===== src/scba_pkg.sv =====
// Package for the size-class block allocator: constants, payload structs,
// controller/datapath command and status types. No dependencies.
`default_nettype none
package scba_pkg;
  localparam int unsigned SizeClasses = 2048;
  localparam int unsigned ChunkBytes = 32768;
  localparam int unsigned GranuleBytes = 16;
  localparam int unsigned HeaderBytes = 8;
  localparam int unsigned HeapGranules = 65536;
  localparam int unsigned ChunkGranules = ChunkBytes / GranuleBytes;
  localparam int unsigned ClsW = $clog2(SizeClasses);
  localparam int unsigned AddrW = $clog2(HeapGranules);
  localparam int unsigned PtrW = AddrW + 1;
  localparam int unsigned RemW = $clog2(ChunkGranules) + 1;

  localparam logic [1:0] StOk = 2'd0;
  localparam logic [1:0] StNoMem = 2'd1;
  localparam logic [1:0] StTooLarge = 2'd2;
  localparam logic [1:0] StBadFree = 2'd3;
  localparam logic OpAlloc = 1'b0;

  typedef struct packed {
    logic        opcode;
    logic [15:0] request_bytes;
    logic [15:0] block_address;
  } req_t;

  typedef struct packed {
    logic [1:0]  status;
    logic [15:0] address;
    logic [10:0] block_granules;
    logic [16:0] in_use_granules;
    logic [16:0] heap_granules;
    logic [31:0] alloc_count;
    logic [31:0] free_count;
    logic [31:0] fail_count;
    logic [31:0] invalid_count;
    logic [5:0]  chunk_count;
  } rsp_t;

  // controller -> datapath
  typedef struct packed {
    logic latch;   // capture request, issue head read
    logic fetch;   // header read
    logic decide;  // use read data, update memories and counters
    logic finish;  // list push write-back, drive result
  } cmd_t;

  typedef struct packed {
    logic done;
  } sts_t;
endpackage
`default_nettype wire


===== src/scba_ctrl.sv =====
// Controller FSM of the allocator: sequences a transaction through read,
// decide and write-back steps. Depends on scba_pkg.
`default_nettype none
module scba_ctrl (
  input  wire logic          clk_i,
  input  wire logic          rst_ni,
  input  wire logic          start_i,
  output logic               busy_o,
  output scba_pkg::cmd_t     cmd_o
);
  typedef enum logic [3:0] {
    S_IDLE = 4'b0001, S_READ = 4'b0010, S_DECIDE = 4'b0100, S_DONE = 4'b1000
  } state_e;
  state_e state_q, state_d;

  always_comb begin
    state_d = state_q;
    unique case (state_q)
      S_IDLE:   if (start_i) state_d = S_READ;
      S_READ:   state_d = S_DECIDE;
      S_DECIDE: state_d = S_DONE;
      S_DONE:   state_d = S_IDLE;
      default:  state_d = S_IDLE;
    endcase
  end

  always_ff @(posedge clk_i or negedge rst_ni) begin
    if (!rst_ni) state_q <= S_IDLE;
    else state_q <= state_d;
  end

  assign busy_o = (state_q != S_IDLE);
  assign cmd_o.latch = (state_q == S_IDLE) && start_i;
  assign cmd_o.fetch = (state_q == S_READ);
  assign cmd_o.decide = (state_q == S_DECIDE);
  assign cmd_o.finish = (state_q == S_DONE);
endmodule
`default_nettype wire


===== config.mk =====
export PLATFORM = sky130hd
export DESIGN_NAME = scba_ctrl
export DESIGN_NICKNAME = d
export VERILOG_FILES = /design/src/scba_pkg.sv /design/src/scba_ctrl.sv
export SDC_FILE = /design/constraint.sdc
export NUM_CORES = 1
export LEC_CHECK = 0
export BUFFER_PORTS_ARGS = -buffer_cell sky130_fd_sc_hd__buf_2
export CAP_MARGIN = 20
export CORE_AREA = 2 2 39 41
export DETAILED_ROUTE_END_ITERATION = 8
export DIE_AREA = 0 0 41 43
export PLACE_DENSITY = 0.39
export SYNTH_ARGS = -nofsm -noshare
export SYNTH_HDL_FRONTEND = slang
export SYNTH_SLANG_ARGS = --single-unit
export TNS_END_PERCENT = 1

===== constraint.sdc =====
create_clock -name clk_i -period 1.1 [get_ports clk_i]
set_input_delay 0.11 -clock clk_i [delete_from_list [all_inputs] [get_ports clk_i]]
set_output_delay 0.11 -clock clk_i [all_outputs]
set_load 0.02 [all_outputs]

; ---- Yosys cells after proc, flatten, opt, wreduce, memory -nomap -nowiden
; Cells that the tools add are included.
[word_totals]
in_bits = 3
word_cells = 10
regBits = 4
output_inout_bits = 5
[classes]
reduce_logical = 1
muxes = 2
eq_ne = 6
[ops]
columns = operator, count
row1 = one-hot mux 4 bit (3 select lines), 1
row2 = == test 4 x 1 -> 1 bit (second input constant), 1
row3 = == test 4 x 2 -> 1 bit (second input constant), 1
row4 = == test 4 x 3 -> 1 bit (second input constant), 1
row5 = == test 4 bit (second input constant), 1
row6 = two-way mux 4 bit, 1
row7 = inequality test 4 x 1 -> 1 bit (second input constant), 1
row8 = inequality test 2 bit (second input constant), 1
row9 = logical AND 1 bit, 1

; ---- Depth between registers and ports, before layout
; Gate-level depths: netlist of run 1.
[depth]
ltp_word = 2
depth_mapped = 4
ltp_nobuf = 2

; ---- Worst setup path after synthesis of run 1
; OpenSTA, ideal clock, no wires.
[synth_path]
path_kind = register -> output
start = register state_q[2]
end = output cmd_o[0] (netlist bit)
slack_ps = -284
n_path_buf = 1
t_required_ps = 990
path_stages_with_launch = 3
t_arrival_ps = 1274
path_cell_list = dfrtp_1 clkbuf_2 nor4b_1
[synth_lines]
columns = element, line_no
row1 = "start, declared", scba_ctrl.sv:14  ; state_e state_q, state_d;
row2 = "start signal, assigned", scba_ctrl.sv:29  ; else state_q <= state_d;
row3 = "end, declared", scba_ctrl.sv:9  ; output scba_pkg::cmd_t cmd_o

; ---- Final worst setup path of run 1
[layout_path]
start = register state_q[0]
end = output busy_o
[layout_via]
elab_chain_len = 1
[layout_lines]
columns = element, line_no
row1 = inequality test 4 x 1 -> 1 bit, scba_ctrl.sv:32  ; assign busy_o = (state_q != S_IDLE);
row2 = "end, declared", scba_ctrl.sv:8  ; output logic busy_o,
; Every way passes these cells.

==> metrics.cfg, run 1 <==
[outcome]
run_status=complete, but fails checks
violations=negative setup slack

[cells_and_area]
layout-drive-gt1-share_pct=66.7
final_nets=40
largest_register=state_q
regArea_sq_um=103
largest_reg_flops=4
fin_cells=52
reg_top3=state_q x4
final_util_pct=28.4
multi_input_area_sq_um=128
filler_cell_count=160
diodes=0
areaGrowthSynthToFinish_pct=85.8

[drt]
via_per_inst=4.21
wirelength_um=595
highest_layer=met3
first_iter_violations=0
dr.pass1.iters=1
wirelength_met1_um=238
via_count=219
final_antenna_net_count=0
post_drt_wl_per_cell_um=11.4
dr_wl_met2_um=351
route.detailed.drc=0
wl_met3_um=6

[floorplanning]
pin_count=8
rows=14
core_area_sq_um=1380
die_y_um=43
start_util_pct=15.3
dieWidth_um=41
die_area_sq_um=1760

[timing]
fin_crit_sh_pct=133
finalClockSkew_ps=2.45
relSlewSlack_pct=84.8
fin_ws_ps=-366
finalHoldViolCount=0
setup_violations=7
holdWs_ps=207
fin_crit_ps=1470
slew_violations=0
grt_setup_unrepaired=true
max_freq_ghz=0.682
max_slew.worst_pin.slew_ps=226

[synth]
synth_edf_count=0
synth.most_common_cell=nor3_1
async_flop_share_pct=100
ys_top_cells_by_count=nor3_1, dfrtp_1, nor4_1
synth_cells=20
netlist.area_leader.share_pct=35.5
syn_area_sq_um=211
synth_nets=23
synth_cell_types=14
synth_top_flop_cell=dfrtp_1
ys_warn_count=0
synth_top_cell_by_area=dfrtp_1
synth_area_leaders=dfrtp_1, dfstp_2, nor3_1
synth-seq-area-share_pct=47.9
ys_seq_elements=4
syn_avg_cell_area_sq_um=10.6

[clock_network]
clock-root-buffer=clkbuf_4
cts.sinks=4
cts_max_level=1
clkTransAtPathRegs_ps=40
cts_buffer_depth=2
clkLatencyLatePin_ps=240
cts_tree=done
post_cts_buffers=0
numCtsBuffers=3

[placed_design]
port_buffers=7
dpl_worst_slack_ps=-118
numPlacedInstances=47
gp_congestion=0.648
hpwl_um=438

[critical_path]
worst_r2r_startpoint=state_q[0]
end_kind=output port
r2r_slack_ps=-30
worstPathArrival_ps=1360
r2r_end=state_q[0]
start_kind=register
reg2reg_depth=3
path_max_fanout=3
crit_type=reg2out
worst_ep_required_time_ps=990

[grt]
grt_pass1_vias=224
antenna_found_initial=0
grt_max_degree=9
grtUsageTotal_pct=8.89
overflow=0
grt_pass1_wl_um=938

[pwr]
powerDensity_nw_per_um2=2430
power_leakage_uw=0.000178
ir_drop_uv=873

[hold_path]
hold_class=in2async

[job]
drv_cap=0

==> power by group <==
part,total (uW),switching [uW],internal (uW)
Sequential,263,55.7,207
Combinational,488,246,243
Clock,205,68.7,137
==> metrics by stage <==
stage / power, uW / cell area [sq um] / TNS, ps
2_1_floorplan: 479 / 223 / -175
3_3_place_gp: 655 / 307 / -310
3_5_place_dp: 665 / 307 / -375
4_1_cts: 925 / 364 / -1390
5_1_grt: 1020 / 393 / -1720
6_report: 956 / 393 / -1290
==> logic make-up after synthesis <==
group,share of synthesized area [%]
AO/OA/AOI/OAI,8.29
buffers and inverters,13.0
AND/OR/NAND/NOR,30.8
flip-flops,47.9
==> worst max-delay path, cell delays in order, from the launching register on <==
cell and delay [ps]:
dfstp_2 530, or4b_1 420, buf_2 170
==> placed cells by master (no fill, tap or decap), drive strengths merged, types with 2 or more instances in the layout <==
master and count:
dfrtp 3, nor4 2, nor3 4, clkbuf 4, buf 14
==> final cells by class <==
type | count | area share (%)
Clock buffer | 4 | 6.69
Tap cell | 16 | 5.10
Inverter | 1 | 0.955
Multi-Input combinational cell | 12 | 32.5
Sequential cell | 4 | 26.1
Timing Repair Buffer | 15 | 28.7
==> timing repair <==
item | 4_1_cts | 5_1_grt
resized for setup | 5 | 6
endpoints found under the setup margin | 7 | 7
hold endpoints to repair | 4 | 0
gates cloned | 0 | 0
hold buffers | 1 | 0
pin swaps | 2 | 1
==> metal layers <==
metal  track usage (%)  up-vias
li1                  -      107
met5                 0        -
met3              6.28        0
met4              8.00        0
met1              8.52      111
met2              11.9        1
==> how the worst max path moves through the flow <==
stage / start / endpoint / slack (ps) / cells past startpoint
after floorplan: state_q[2] / busy_o / -120 / 2
after global placement: state_q[0] / busy_o / -110 / 2
after detailed placement: state_q[0] / busy_o / -120 / 2
after CTS: state_q[0] / busy_o / -380 / 2
after global routing: state_q[0] / busy_o / -410 / 2
final: state_q[0] / busy_o / -370 / 2
No activity file was read; power rests on OpenSTA's default activity.
==> run 2, diff against run 1 <==
--- a/config.mk
+++ b/config.mk
@@ -7,10 +7,12 @@
 export LEC_CHECK = 0
 export BUFFER_PORTS_ARGS = -buffer_cell sky130_fd_sc_hd__buf_2
 export CAP_MARGIN = 20
+export CELL_PAD_IN_SITES_DETAIL_PLACEMENT = 1
+export CELL_PAD_IN_SITES_GLOBAL_PLACEMENT = 1
 export CORE_AREA = 2 2 39 41
 export DETAILED_ROUTE_END_ITERATION = 8
 export DIE_AREA = 0 0 41 43
-export PLACE_DENSITY = 0.39
+export PLACE_DENSITY = 0.46
 export SYNTH_ARGS = -nofsm -noshare
 export SYNTH_HDL_FRONTEND = slang
 export SYNTH_SLANG_ARGS = --single-unit
==> run 2 against run 1 <==
Compared with the run above:
- the flow still finishes with violations (negative setup slack)
- total power increased by 7.7%
- clock skew rose by 1.0 ps
- register-to-register slack is essentially flat
- sequential share of layout area shrank 0.88 points
- global-route usage is 0.80 points higher
- critical path depth did not move
- non-clock buffer count stayed put
- cell count stayed put
- worst setup slack got worse by 11 ps
- combinational power grew 17%
- cell area grew 3.5%
- critical path type unchanged
- largest cell class unchanged
==> metrics.cfg, run 2 (synthesized netlist as in run 1, its figures left out) <==
[cells_and_area]
diodes=0
final_nets=40
layout-drive-gt1-share_pct=72.2
areaGrowthSynthToFinish_pct=92.3
largest_register=state_q
design_area_sq_um=407
layout_commonest_cell=buf_4
largest_reg_flops=4
reg_top3=state_q x4
mostFrequentLayoutCells=buf_4, buf_6, nor3_2, clkbuf_4, buf_2
filler_cell_count=171

[outcome]
violations=negative setup slack
run_status=complete, but fails checks

[critical_path]
cp_cell_sequence=or4b_4, buf_6
worstPathArrival_ps=1370
crit_type=reg2out
cpPeakStageDelay_ps=530
end_kind=output port
path_max_fanout=3
start_kind=register
worst_ep_required_time_ps=990
critPathSlowestCell=dfstp_2

[clock_network]
cts_buffer_depth=2
cts.sinks=4
post_cts_buffers=0
clkLatencyLatePin_ps=240
cts_tree=done
numCtsBuffers=3
cts_max_level=1
clkTransAtPathRegs_ps=40
clock-root-buffer=clkbuf_4

[floorplanning]
core_area_sq_um=1380
rows=14
start_util_pct=15.3
dieWidth_um=41
die_y_um=43
die_area_sq_um=1760
pin_count=8

[hold_path]
hold_class=in2async

[grt]
overflow=0
grt_pass1_wl_um=1010
grt_max_degree=9
grt_pass1_vias=239
grtUsageTotal_pct=9.69
antenna_found_initial=0

[timing]
relSlewSlack_pct=85.3
fin_ws_ps=-377
slew_violations=0
fin_crit_ps=1480
grt_setup_unrepaired=true
max_freq_ghz=0.677
fin_crit_sh_pct=134
setup_violations=6
finalHoldViolCount=0
max_slew.worst_pin.slew_ps=219
finalClockSkew_ps=3.45

[drt]
via_count=224
post_drt_wl_per_cell_um=12.4
route.detailed.drc=0
final_antenna_net_count=0
via_per_inst=4.31
wirelength_um=644
first_iter_violations=4
dr.pass1.iters=3

[placed_design]
port_buffers=7
gp_congestion=0.761
place_area_sq_um=307
dpl_worst_slack_ps=-135
hpwl_um=452

[job]
drv_cap=0

[pwr]
ir_drop_uv=934
power_leakage_uw=0.000181
power.total_uw=1030
powerDensity_nw_per_um2=2530

==> run 2: what timing repair did <==
item                                    CTS  global route
hold endpoints to repair                  4             0
resized for setup                        10             6
hold buffers                              1             0
endpoints found under the setup margin    7             7
pin swaps                                 3             0
==> run 2: per-stage QoR <==
step                setup TNS (ps)  util, %  std cells  hold WS [ps]
floorplan                     -175        -         20          -186
detailed placement            -336     22.2         47         -74.9
CTS                          -1470     27.3         52           212
global route                 -1810     29.4         52           227
finish                       -1420     29.4         52           209
global placement              -282     22.2         47         -78.0
==> run 2: area by class of cell <==
| cell class | instances | area, sq um | share of cell area, % |
|---|---|---|---|
| repair buffers | 15 | 123 | 30.2 |
| inverters | 1 | 3.75 | 0.923 |
| flip-flops and latches | 4 | 103 | 25.2 |
| clock buffers | 4 | 26.3 | 6.46 |
| well taps | 16 | 20.0 | 4.92 |
| multi-input cells | 12 | 131 | 32.3 |
==> run 2: worst max-delay path: cells and delay by family (launching register included) <==
family	cells	cell delay [ps]
buf+inv	1	150
flops	1	530
simple gates	1	460
==> run 2: worst paths after layout <==
kind                            start         end  slack, ps  depth (start not counted)
min in group clk_i            start_i  state_q[1]        290                          4
setup / recovery           state_q[0]      busy_o       -380                          2
hold reg to reg            state_q[1]  state_q[3]        520                          1
max in group asynchronous      rst_ni  state_q[0]        680                          2
hold / removal                 rst_ni  state_q[3]        210                          2
setup reg to reg           state_q[1]  state_q[0]        -40                          3
==> run 2: where the power goes <==
group | internal, uW | switching, uW | leakage (uW)
clock network | 137 | 70.9 | 0.0000150
logic | 302 | 267 | 0.000116
registers | 206 | 47.1 | 0.0000495
total | 645 | 385 | 0.000181
==> run 2: per-layer routing <==
layer,vias to the layer above,global-route usage (%),part of all wire (%)
met5,-,0,0
li1,107,-,-
met1,111,10.8,39
met4,0,12.0,2.6
met3,2,4.71,3.4
met2,4,11.3,55
